**src/hdl/nrpc_pkg.sv**
```systemverilog
`timescale 1ns / 1ps

package nrpc_pkg;

    localparam int PALETTE_SIZE  = 40;
    localparam int TABLE_ENTRIES = 40;
    localparam int SEARCH_LEN    = (PALETTE_SIZE > TABLE_ENTRIES) ? TABLE_ENTRIES : PALETTE_SIZE;
    localparam int IDX_W         = 6;
    localparam int DIST_W        = 18;
    localparam int COLOR_W       = 32;
    localparam int RGB_W         = 24;
    localparam logic [IDX_W-1:0] LAST_IDX = IDX_W'(SEARCH_LEN - 1);

    typedef enum logic [1:0] {
        ST_IDLE,
        ST_SEARCH,
        ST_DONE
    } t_state;

    typedef struct packed {
        logic load;
        logic step;
        logic publish;
    } t_cmd;

    typedef struct packed {
        logic last;
        logic alpha_zero;
    } t_status;

    // entries as 0xBBGGRR
    function automatic logic [RGB_W-1:0] palette_rgb(input logic [IDX_W-1:0] idx);
        logic [RGB_W-1:0] p;
        unique case (idx)
            6'd0:  p = 24'h000000;
            6'd1:  p = 24'h002AA5;
            6'd2:  p = 24'h404000;
            6'd3:  p = 24'h005500;
            6'd4:  p = 24'h5E0000;
            6'd5:  p = 24'h8B0000;
            6'd6:  p = 24'h82004B;
            6'd7:  p = 24'h282828;
            6'd8:  p = 24'h00008B;
            6'd9:  p = 24'h2068FF;
            6'd10: p = 24'h008B8B;
            6'd11: p = 24'h009300;
            6'd12: p = 24'h8E8E38;
            6'd13: p = 24'hFF0000;
            6'd14: p = 24'hC07B7B;
            6'd15: p = 24'h666666;
            6'd16: p = 24'h0000FF;
            6'd17: p = 24'h5BADFF;
            6'd18: p = 24'h32CD32;
            6'd19: p = 24'h71B33C;
            6'd20: p = 24'hD4FF7F;
            6'd21: p = 24'hC09E7D;
            6'd22: p = 24'h800080;
            6'd23: p = 24'h7F7F7F;
            6'd24: p = 24'hCBC0FF;
            6'd25: p = 24'h00D7FF;
            6'd26: p = 24'h00FFFF;
            6'd27: p = 24'h00FF00;
            6'd28: p = 24'hD0E040;
            6'd29: p = 24'hFFFFC0;
            6'd30: p = 24'h480048;
            6'd31: p = 24'hC0C0C0;
            6'd32: p = 24'hE1E4FF;
            6'd33: p = 24'h8CB4D2;
            6'd34: p = 24'hE0FFFF;
            6'd35: p = 24'h98FB98;
            6'd36: p = 24'hEEEEAF;
            6'd37: p = 24'h8B8368;
            6'd38: p = 24'hFAE6E6;
            6'd39: p = 24'hFFFFFF;
            default: p = 24'h000000;
        endcase
        return p;
    endfunction

endpackage

```
**src/hdl/nrpc_ctrl.sv**
```systemverilog
`timescale 1ns / 1ps

module nrpc_ctrl (
    input  logic             i_clk,
    input  logic             i_rst_n,
    input  logic             i_in_valid,
    output logic             o_in_ready,
    output logic             o_out_valid,
    input  logic             i_out_ready,
    input  nrpc_pkg::t_status i_status,
    output nrpc_pkg::t_cmd    o_cmd
);

    nrpc_pkg::t_state r_state, n_state;
    logic             r_out_valid, n_out_valid;

    always_ff @(posedge i_clk) begin
        if (!i_rst_n) begin
            r_state     <= nrpc_pkg::ST_IDLE;
            r_out_valid <= 1'b0;
        end else begin
            r_state     <= n_state;
            r_out_valid <= n_out_valid;
        end
    end

    always_comb begin
        n_state     = r_state;
        n_out_valid = r_out_valid;
        o_cmd       = '0;
        o_in_ready  = 1'b0;
        if (r_out_valid && i_out_ready) begin
            n_out_valid = 1'b0;
        end
        unique case (r_state)
            nrpc_pkg::ST_IDLE: begin
                o_in_ready = 1'b1;
                if (i_in_valid) begin
                    o_cmd.load = 1'b1;
                    n_state = i_status.alpha_zero ? nrpc_pkg::ST_DONE : nrpc_pkg::ST_SEARCH;
                end
            end
            nrpc_pkg::ST_SEARCH: begin
                o_cmd.step = 1'b1;
                if (i_status.last) begin
                    n_state = nrpc_pkg::ST_DONE;
                end
            end
            nrpc_pkg::ST_DONE: begin
                if (!r_out_valid || i_out_ready) begin
                    o_cmd.publish = 1'b1;
                    n_out_valid   = 1'b1;
                    n_state       = nrpc_pkg::ST_IDLE;
                end
            end
            default: begin
                n_state = nrpc_pkg::ST_IDLE;
            end
        endcase
    end

    assign o_out_valid = r_out_valid;

endmodule

```
**src/hdl/nrpc_dp.sv**
```systemverilog
`timescale 1ns / 1ps

module nrpc_dp (
    input  logic                           i_clk,
    input  logic [nrpc_pkg::COLOR_W-1:0]   i_color_word,
    input  nrpc_pkg::t_cmd                 i_cmd,
    output nrpc_pkg::t_status              o_status,
    output logic                           o_is_transparent,
    output logic [nrpc_pkg::IDX_W-1:0]     o_palette_index
);

    logic [nrpc_pkg::RGB_W-1:0]  r_color;
    logic [nrpc_pkg::IDX_W-1:0]  r_idx;
    logic [nrpc_pkg::DIST_W-1:0] r_best_dist;
    logic [nrpc_pkg::IDX_W-1:0]  r_best_idx;
    logic                        r_transparent;
    logic                        r_out_transparent;
    logic [nrpc_pkg::IDX_W-1:0]  r_out_index;

    logic [nrpc_pkg::RGB_W-1:0]  entry;
    logic [7:0]                  diff [3];
    logic [15:0]                 sq   [3];
    logic [nrpc_pkg::DIST_W-1:0] cur_dist;
    logic                        take;

    always_comb begin
        entry = nrpc_pkg::palette_rgb(r_idx);
        for (int k = 0; k < 3; k++) begin
            diff[k] = (entry[8*k +: 8] > r_color[8*k +: 8])
                    ? entry[8*k +: 8] - r_color[8*k +: 8]
                    : r_color[8*k +: 8] - entry[8*k +: 8];
            sq[k]   = diff[k] * diff[k];
        end
        cur_dist = nrpc_pkg::DIST_W'(sq[0]) + nrpc_pkg::DIST_W'(sq[1])
                 + nrpc_pkg::DIST_W'(sq[2]);
        take = (r_idx == '0) || (cur_dist < r_best_dist);
    end

    always_ff @(posedge i_clk) begin
        if (i_cmd.load) begin
            r_color       <= i_color_word[nrpc_pkg::RGB_W-1:0];
            r_transparent <= (i_color_word[31:24] == 8'd0);
            r_idx         <= '0;
            r_best_idx    <= '0;
        end else if (i_cmd.step) begin
            r_idx <= r_idx + 1'b1;
            if (take) begin
                r_best_dist <= cur_dist;
                r_best_idx  <= r_idx;
            end
        end
        if (i_cmd.publish) begin
            r_out_transparent <= r_transparent;
            r_out_index       <= r_best_idx;
        end
    end

    assign o_status.last       = (r_idx == nrpc_pkg::LAST_IDX);
    assign o_status.alpha_zero = (i_color_word[31:24] == 8'd0);
    assign o_is_transparent    = r_out_transparent;
    assign o_palette_index     = r_out_index;

endmodule

```
**src/hdl/nearest_palette_color.sv**
```systemverilog
`timescale 1ns / 1ps
// Channel    | Direction | Payload
// s_axis     | in        | tdata[31:0] color_word
// m_axis     | out       | tdata[5:0] palette_index, tuser is_transparent
//
// Opaque item: load, then scan 40 palette entries at one entry per cycle,
// then publish; a transparent item goes straight from load to publish.
// The single shared distance unit sets the scan rate.
// Synchronous active-low reset clears the controller and the output valid.
// A stalled result holds in the output register while the next item is
// accepted and scanned; it then waits for the output to drain.

module nearest_palette_color (
    input  logic        i_clk,
    input  logic        i_rst_n,
    input  logic        i_s_axis_tvalid,
    output logic        o_s_axis_tready,
    input  logic [31:0] i_s_axis_tdata,   // [31:0] color_word
    output logic        o_m_axis_tvalid,
    input  logic        i_m_axis_tready,
    output logic [7:0]  o_m_axis_tdata,   // [5:0] palette_index, [7:6] zero
    output logic        o_m_axis_tuser    // [0] is_transparent
);

    nrpc_pkg::t_cmd                cmd;
    nrpc_pkg::t_status             status;
    logic [nrpc_pkg::IDX_W-1:0]    palette_index;

    nrpc_ctrl u_ctrl (
        .i_clk       (i_clk),
        .i_rst_n     (i_rst_n),
        .i_in_valid  (i_s_axis_tvalid),
        .o_in_ready  (o_s_axis_tready),
        .o_out_valid (o_m_axis_tvalid),
        .i_out_ready (i_m_axis_tready),
        .i_status    (status),
        .o_cmd       (cmd)
    );

    nrpc_dp u_dp (
        .i_clk            (i_clk),
        .i_color_word     (i_s_axis_tdata),
        .i_cmd            (cmd),
        .o_status         (status),
        .o_is_transparent (o_m_axis_tuser),
        .o_palette_index  (palette_index)
    );

    assign o_m_axis_tdata = {2'b00, palette_index};

endmodule

```
**config.mk**
```make
export PLATFORM = sky130hd
export DESIGN_NAME = nearest_palette_color
export DESIGN_NICKNAME = d
export VERILOG_FILES = /design/src/hdl/nrpc_pkg.sv /design/src/hdl/nrpc_ctrl.sv /design/src/hdl/nrpc_dp.sv /design/src/hdl/nearest_palette_color.sv
export SDC_FILE = /design/constraint.sdc
export NUM_CORES = 1
export LEC_CHECK = 0
export ABC_AREA = 1
export BUFFER_PORTS_ARGS = -buffer_cell sky130_fd_sc_hd__buf_2
export CORE_ASPECT_RATIO = 0.7
export CORE_MARGIN = 5
export CORE_UTILIZATION = 53
export CTS_BUF_LIST = sky130_fd_sc_hd__clkbuf_8
export CTS_CLUSTER_SIZE = 14
export DETAILED_ROUTE_END_ITERATION = 6
export PLACE_DENSITY = 0.81
export SYNTH_ARGS = -nofsm -noshare
export SYNTH_HDL_FRONTEND = slang
export SYNTH_SLANG_ARGS = --single-unit
```
**constraint.sdc**
```tcl
create_clock -name i_clk -period 10.9 [get_ports i_clk]
set_clock_uncertainty 0.2 [all_clocks]
set_input_delay 2.725 -clock i_clk [delete_from_list [all_inputs] [get_ports i_clk]]
set_output_delay 2.725 -clock i_clk [all_outputs]
set_load 0.005 [all_outputs]
```
==> results of run 1 <==
==> area by class of cell <==
cell class | count | area share (%)
Timing Repair Buffer | 100 | 4.875
Tap cell | 318 | 2.793
Clock buffer | 9 | 0.8696
Clock inverter | 7 | 0.6500
Sequential cell | 89 | 16.05
Multi-Input combinational cell | 1166 | 64.89
Inverter | 374 | 9.873
==> metrics by stage <==
| stage | util (%) | setup WS, ns | std cells |
|---|---|---|---|
| 2_1_floorplan | - | 0.05348 | 1655 |
| 3_3_place_gp | 56.71 | 0.1821 | 2027 |
| 3_5_place_dp | 56.71 | -0.1859 | 2027 |
| 4_1_cts | 58.07 | 0.01367 | 2047 |
| 5_1_grt | 60.71 | -0.2153 | 2063 |
| 6_report | 60.71 | 0.1812 | 2063 |
==> Yosys cell counts, drive strengths merged (2+ instances only) <==
master  instances
ha            167
o21ai          50
a31oi           5
a21o            3
nor4            2
clkbuf          6
nand2         391
fa            123
o21a            5
dfxtp          39
a21oi          67
or2             3
nand3         113
o21bai          9
xor2           35
inv           374
o211ai          4
edfxtp         50
nor2          147
nor3            3
nand4           7
buf            22
nand3b          5
xnor2          20
==> placed cells by master (no fill, tap or decap), types with 6 or more instances in the layout <==
cell type	synthesis	final
buf_4	5	50
o21bai_1	9	8
edfxtp_1	50	50
ha_1	167	147
o21ai_2	5	12
inv_1	363	352
nand2_2	13	36
o21ai_0	37	27
clkbuf_8	0	9
dfxtp_1	39	36
inv_2	11	21
nor2_1	138	126
nand3_2	6	7
xnor2_1	20	19
o21ai_1	8	11
ha_4	0	15
nor2_2	6	15
xor2_1	35	34
nor2_4	3	6
a21oi_1	66	43
fa_1	123	118
buf_2	10	44
nand2_1	375	348
nand2_4	3	9
nand4_1	7	7
nand3_1	107	106
a21oi_2	1	21
==> worst max path at each step <==
stage,end,start,cells after the start,slack [ns]
floorplan,u_dp.r_best_dist[0]$_DFFE_PP_,u_dp.entry[0]$_DFF_P_,51,0.05
global placement,u_dp.r_best_idx[2]$_SDFFE_PP0P_,u_dp.entry[0]$_DFF_P_,53,0.18
detailed placement,u_dp.r_best_idx[5]$_SDFFE_PP0P_,u_dp.entry[0]$_DFF_P_,53,-0.19
CTS,u_dp.r_best_dist[1]$_DFFE_PP_,u_dp.r_color[0]$_DFFE_PP_,52,0.01
global route,u_dp.r_best_dist[1]$_DFFE_PP_,u_dp.r_color[0]$_DFFE_PP_,49,-0.22
finish,u_dp.r_best_dist[1]$_DFFE_PP_,u_dp.r_color[0]$_DFFE_PP_,49,0.18
==> layer usage <==
layer / global-route usage (%) / vias up
li1: - / 5253
met1: 32.43 / 5202
met2: 34.97 / 391
met3: 3.983 / 50
met4: 4.327 / 0
met5: 0 / -
==> what timing repair did <==
| item | CTS | global route |
|---|---|---|
| resized for setup | 10 | 138 |
| endpoints found under the setup margin | 24 | 24 |
| setup buffers | 2 | 15 |
| pin swaps | 4 | 64 |
| gates cloned | 2 | 2 |
==> kinds of logic (layout without fill, tap and decap cells) <==
logic type,count (synthesis),after routing,synth area share [%]
DFF,89,89,18.16
AOI/OAI and AO/OA,145,145,6.463
adders and majority gates,290,290,36.23
other,1,2,0.02985
xor gates and xnor gates,55,55,3.834
and+or+nand+nor,672,674,22.65
buffers and inverters,402,490,12.63
==> sequential cells by signal, indices dropped and copies added, names as in the netlist <==
name                   flops
u_dp.entry                24
u_dp.r_best_idx            6
u_dp.r_color              24
u_dp.r_best_dist          18
u_dp.o_palette_index       6
u_dp.r_idx                 6
u_dp.o_is_transparent      1
u_ctrl.o_out_valid         1
u_ctrl.r_state             2
u_dp.r_transparent         1
==> worst max-delay path: cells and delay by family, from the launching register on <==
kind | cells | cell delay, ns
xor gates and xnor gates | 2 | 0.37
buffers and inverters | 9 | 0.77
and+or+nand+nor | 16 | 1.23
AOI/OAI and AO/OA | 8 | 1.27
DFF | 1 | 0.39
adders and majority gates | 14 | 6.20
==> results.cfg, run 1 <==
[detailed_routing]
wl_per_cell_um = 15.18
met3_length_um = 2368
drc = 0
drt-initial-drc-count = 1194
vias = 10900
dr.pass1.iters = 6
top_layer = met4
wl_met1_um = 14210
drt-total-wl_um = 31310
final_antenna_net_count = 0
via_per_inst = 5.282
wl_met2_um = 14230

[cts]
clock_path_buffers = 2
ctsRootBufferMaster = clkbuf_8
clk_pin_slew_ns = 0.12
cts_sinks = 89
cts_hold_buffers = 0
cts_tree = built
cts_max_level = 3
cts_buffers = 9
clock_latency_ns = 0.39

[setup_path]
cp_slowest_cell = fa_1
path_max_fanout = 9
cp.required_ns = 10.80
crit_type = register to register
worstReg2RegEnd = u_dp.r_best_dist[1]$_DFFE_PP_
r2r_cells = 49
cp.arrival_ns = 10.62
ff2ff_setup_slack_ns = 0.18
endpoint_kind = register
max_stage_delay_ns = 0.57
start_kind = register
r2r-start = u_dp.r_color[0]$_DFFE_PP_

[hold_path]
hold_path_end = u_dp.o_is_transparent$_DFFE_PP_
min_from = u_dp.r_transparent$_DFFE_PP_
whs_path_depth = 0
hp-class = register to register

[sta]
drv_slew = 0
rsz0062_at_grt = true
final-hold-violation-count = 0
fin_crit_sh_pct = 98.34
fmax_mhz = 93.29
hold_ws_ns = 0.2137
worst_slew_pin_slew_ns = 0.7160
min_period_ns = 10.72
tns_ns = 0
setup_violations = 0
relSlewSlack_pct = 52.20

[run]
cap_violations = 0

[grt]
grt_pass1_vias = 10600
grt_max_degree = 30
grt_pass1_wl_um = 50660
antenna_found_initial = 0
track_usage_pct = 22.19
grt_overflow_total = 0

[synth]
yosys.area.top_type = fa_1
yosysUniqueCellTypes = 43
ys_seq_area_share_pct = 18.16
synthTopCellsByArea = fa_1 20%, ha_1 17%, edfxtp_1 12%
async_reset_ff_share_pct = 0
synth-main-ff-cell = edfxtp_1
avgSynthCellArea_um2 = 7.596
ys_seq_elements = 89
synthesis.area_mm2 = 0.01256
synth_top_area_share_pct = 19.60
synth_edf_count = 50
yosysWarnings = 0
synth_cells = 1654

[place]
dp_hpwl_um = 24550
io_buffers = 44
place_area_mm2 = 0.01331
place_congestion = 0.9520

[floorplanning]
rows = 47
die_x_um = 194.0
initial_core_util_pct = 53.55
num_io_pins = 47
design.die.area_mm2 = 0.02694
core_mm2 = 0.02346
die_y_um = 138.8

[finish]
seqCellArea_mm2 = 0.002286
multi_input_area_mm2 = 0.009243
fillers = 1997
finalInstanceArea_mm2 = 0.01424
drive_gt1_share_pct = 16.22
diodes = 0
nets = 2066
syn2layout_area_growth_pct = 13.36

[run_status]
outcome = finished, final reports clean
Power of run 1 is not shown: default switching activity piles up to over one toggle a cycle in this logic, so the estimate is an artifact.
==> run 2: changes to the inputs <==
--- a/config.mk
+++ b/config.mk
@@ -15,4 +15,5 @@
 export DETAILED_ROUTE_END_ITERATION = 6
 export PLACE_DENSITY = 0.81
+export RECOVER_POWER = 100
 export SYNTH_ARGS = -nofsm -noshare
 export SYNTH_HDL_FRONTEND = slang
--- a/constraint.sdc
+++ b/constraint.sdc
@@ -3,3 +3,3 @@
 set_input_delay 2.725 -clock i_clk [delete_from_list [all_inputs] [get_ports i_clk]]
 set_output_delay 2.725 -clock i_clk [all_outputs]
-set_load 0.005 [all_outputs]
+set_load 0.01 [all_outputs]
==> run 2 against run 1 <==
Fmax about the same. Critical path type unchanged. Die area unchanged. Worst hold slack got worse by 0.0018 ns. Register-to-register slack hardly changed.
==> results.cfg, run 2 (synthesis gave the netlist of run 1 again) <==
[detailed_routing]
dr.pass1.iters = 6
drt-total-wl_um = 31340
final_antenna_net_count = 0
via_per_inst = 5.287
drc = 0
wl_per_cell_um = 15.19
drt-initial-drc-count = 1234
vias = 10910

[run]
cap_violations = 0

[hold_path]
hp-class = register to register

[setup_path]
cp_slowest_cell = fa_1
max_stage_delay_ns = 0.57
crit_type = register to register
start_kind = register
cp.arrival_ns = 10.61
path_max_fanout = 9
endpoint_kind = register
cp.required_ns = 10.80

[grt]
grt_overflow_total = 0
antenna_found_initial = 0
track_usage_pct = 22.19
grt_max_degree = 30
grt_pass1_vias = 10600
grt_pass1_wl_um = 50660

[floorplanning]
die_x_um = 194.0
initial_core_util_pct = 53.55
rows = 47
design.die.area_mm2 = 0.02694
die_y_um = 138.8
num_io_pins = 47
core_mm2 = 0.02346

[sta]
worst_slew_pin_slew_ns = 1.290
fmax_mhz = 93.35
setup_slack_ns = 0.1876
min_period_ns = 10.71
final-hold-violation-count = 0
fin_crit_sh_pct = 98.28
drv_slew = 0
setup_violations = 0
rsz0062_at_grt = true
relSlewSlack_pct = 13.88

[place]
dp_hpwl_um = 24550
dp_slack_ns = -0.1859
io_buffers = 44
place_congestion = 0.9520
dp.cells = 2027

[cts]
cts_sinks = 89
clock_path_buffers = 2
clock_latency_ns = 0.38
cts_buffers = 9
cts_tree = built
ctsRootBufferMaster = clkbuf_8
cts_max_level = 3
clk_pin_slew_ns = 0.12

[finish]
layout_common_cells = 353 x inv_1, 351 x nand2_1, 147 x ha_1
final_common_cell = inv_1
syn2layout_area_growth_pct = 12.87
diodes = 0
drive_gt1_share_pct = 14.90
stdcell_count = 2063
nets = 2066

[run_status]
outcome = finished, final reports clean
run 2: cell count changes in the layout (fill, tap and decap cells not counted), sizes merged:
cell and change:
clkbuf +12, buf -12
run 2: cell type report:
cell class | instances | area (um^2)
Clock inverter | 7 | 92.59
Fill cell | 2008 | 9283
Clock buffer | 9 | 123.9
Multi-Input combinational cell | 1166 | 9198
Timing Repair Buffer | 100 | 676.9
Inverter | 374 | 1406
Tap cell | 318 | 397.9
Sequential cell | 89 | 2286
run 2: layer usage:
| layer | vias to the layer above | track usage (%) | wire length, um |
|---|---|---|---|
| met5 | - | 0 | 0 |
| met4 | 0 | 4.327 | 556 |
| met3 | 56 | 3.983 | 2365 |
| met2 | 413 | 34.97 | 14210 |
| met1 | 5186 | 32.43 | 14210 |
| li1 | 5252 | - | - |
run 2: path summary, 6_finish.rpt:
path / depth (start not counted) / startpoint / to / slack (ns)
worst max-delay path: 49 / u_dp.r_color[0]$_DFFE_PP_ / u_dp.r_best_dist[1]$_DFFE_PP_ / 0.19
worst min-delay path: 0 / u_dp.r_transparent$_DFFE_PP_ / u_dp.o_is_transparent$_DFFE_PP_ / 0.21
worst max register to register: 49 / u_dp.r_color[0]$_DFFE_PP_ / u_dp.r_best_dist[1]$_DFFE_PP_ / 0.19
worst min register to register: 0 / u_dp.r_transparent$_DFFE_PP_ / u_dp.o_is_transparent$_DFFE_PP_ / 0.21
run 2: worst max-delay path, delay by kind of cell, from the launching register on:
kind / cells / cell delay, ns
adders and majority gates: 14 / 6.21
xor gates and xnor gates: 2 / 0.37
and+or+nand+nor: 16 / 1.23
DFF: 1 / 0.39
buffers and inverters: 9 / 0.76
AOI/OAI and AO/OA: 8 / 1.26
run 2: through the flow:
stage	hold slack, ns	util [%]	setup TNS, ns	cell area [um^2]
after floorplan	0.2003	-	0	12570
after global placement	0.2048	56.71	0	13310
after detailed placement	0.2196	56.71	-3.236	13310
after CTS	0.2170	58.07	0	13620
after global routing	0.2287	60.44	-4.414	14180
final	0.2119	60.44	0	14180
run 2: repair_timing:
action	CTS	global route
setup buffers	2	15
pin swaps	4	64
endpoints found under the setup margin	24	24
gates resized for setup	10	138
cloned	2	2
hold buffers	0	0
Power of run 2 is left out for the same reason.
==> run 3: changes to the inputs <==
Settings changed: CORE_UTILIZATION 53 to 40, PLACE_DENSITY 0.81 to 0.58.
Clock period 10.9 ns to 11.5 ns, I/O delays scaled along.
==> run 3 against run 2 <==
First-iteration DRC count down 38%. Core utilization down 16 points. Setup slack better by 0.34 ns. Flip-flop and latch count unchanged. Register-to-register slack better by 0.34 ns. Die area up 30%. Count of clock-buffer cells in the layout unchanged. Worst hold slack better by 0.027 ns. Final area down 3.2%. Via count down 6.2%. Non-clock buffer count down 38. Sequential share of layout area up 0.51 points.
==> results.cfg, run 3 (synthesis gave the netlist of run 1 again) <==
[finish]
nets = 2027
drive_gt1_share_pct = 9.261
stdcell_count = 2126
layout_common_cells = 369 x nand2_1, 360 x inv_1, 156 x ha_1
final_common_cell = nand2_1
syn2layout_area_growth_pct = 9.261
diodes = 0

[cts]
clk_pin_slew_ns = 0.11
cts_tree = built
cts_max_level = 3
cts_buffers = 9
ctsRootBufferMaster = clkbuf_8
clock_path_buffers = 2
cts_sinks = 89
clock_latency_ns = 0.41
cts_hold_buffers = 0

[sta]
relSlewSlack_pct = 15.86
drv_slew = 0
setup_violations = 0
min_period_ns = 10.97
final-hold-violation-count = 0
fmax_mhz = 91.17
hold_ws_ns = 0.2384
fin_crit_sh_pct = 95.38
worst_slew_pin_slew_ns = 1.259
tns_ns = 0

[setup_path]
cp.arrival_ns = 10.90
worstReg2RegEnd = u_dp.r_best_dist[14]$_DFFE_PP_
crit_top_cell = nand2_1
max_stage_delay_ns = 0.55
cp_slowest_cell = fa_1
endpoint_kind = register
path_max_fanout = 8
crit_type = register to register
r2r_cells = 49
cp.required_ns = 11.44
ff2ff_setup_slack_ns = 0.53
r2r-start = u_dp.entry[0]$_DFF_P_
start_kind = register

[floorplanning]
die_y_um = 158.3
initial_core_util_pct = 40.43
rows = 54
die_x_um = 221.8
design.die.area_mm2 = 0.03511
core_mm2 = 0.03108
num_io_pins = 47

[place]
place_congestion = 0.9495
io_buffers = 44
dp_hpwl_um = 25390
dp.cells = 2100

[hold_path]
min_from = u_dp.r_transparent$_DFFE_PP_
hold_path_end = u_dp.o_is_transparent$_DFFE_PP_
whs_path_depth = 0
hp-class = register to register

[grt]
track_usage_pct = 17.46
grt_overflow_total = 0
grt_max_degree = 30
grt_pass1_wl_um = 50380
grt_pass1_vias = 9821
antenna_found_initial = 0

[run_status]
outcome = finished, final reports clean

[detailed_routing]
drt-total-wl_um = 30410
final_antenna_net_count = 0
via_per_inst = 4.813
drc = 0
wl_per_cell_um = 14.30
drt-initial-drc-count = 771
vias = 10230
dr.pass1.iters = 5

[run]
cap_violations = 0
[run 3: cell types whose count changed in the layout (fill, tap and decap cells not counted), moves of 9 or more]
cell	change
ha_4	-10
buf_4	-34
a21oi_2	-12
nand2_1	+18
nand2_2	-17
a21oi_1	+14
ha_1	+9
[run 3: area by class of cell]
class                   instances  area [um^2]
clock inverters                 7        92.59
inverters                     374         1411
clock buffers                   9        123.9
flip-flops and latches         89         2283
well taps                     420        525.5
fillers                      3253        17350
repair buffers                 62        371.6
multi-input cells            1165         8920
[run 3: per-layer routing]
metal	part of all wire [%]	vias up	routed length [um]	GRT usage [%]
met5	0	-	0	0
met4	1.4	0	422	3.256
met3	4.9	33	1485	3.410
met2	39	228	11950	24.41
met1	54	4791	16560	27.86
li1	-	5181	-	-
[run 3: worst max path at each step]
stage / startpoint / endpoint / cells past startpoint
global route: u_dp.entry[8]$_DFF_P_ / u_dp.r_best_dist[8]$_DFFE_PP_ / 51
detailed placement: u_dp.entry[1]$_DFF_P_ / u_dp.r_best_idx[4]$_SDFFE_PP0P_ / 51
global placement: u_dp.entry[1]$_DFF_P_ / u_dp.r_best_idx[0]$_SDFFE_PP0P_ / 51
floorplan: u_dp.entry[0]$_DFF_P_ / u_dp.r_best_dist[0]$_DFFE_PP_ / 51
CTS: u_dp.entry[1]$_DFF_P_ / u_dp.r_best_idx[5]$_SDFFE_PP0P_ / 51
finish: u_dp.entry[0]$_DFF_P_ / u_dp.r_best_dist[14]$_DFFE_PP_ / 49
[run 3: timing repair]
item	CTS	global route
resized for setup	0	73
endpoints found under the setup margin	0	24
buffers inserted	0	7
[run 3: critical path: cells and delay by family (launching register included)]
| family | cells | cell delay, ns |
|---|---|---|
| adder cells (fa/ha/maj) | 15 | 6.41 |
| AND/OR/NAND/NOR | 14 | 1.26 |
| buffers and inverters | 11 | 0.84 |
| XOR/XNOR | 2 | 0.40 |
| flip-flops | 1 | 0.33 |
| AO/OA/AOI/OAI | 7 | 1.25 |
[run 3: per-stage QoR]
stage / worst slack (ns) / instance area [um^2] / utilization [%]
after detailed placement: 0.1178 / 13220 / 42.52
after global routing: -0.03803 / 13730 / 44.17
after global placement: 0.3501 / 13220 / 42.52
after CTS: 0.06326 / 13430 / 43.22
final: 0.5311 / 13730 / 44.17
after floorplan: 0.3163 / 12570 / -
Power of run 3 is left out for the same reason.
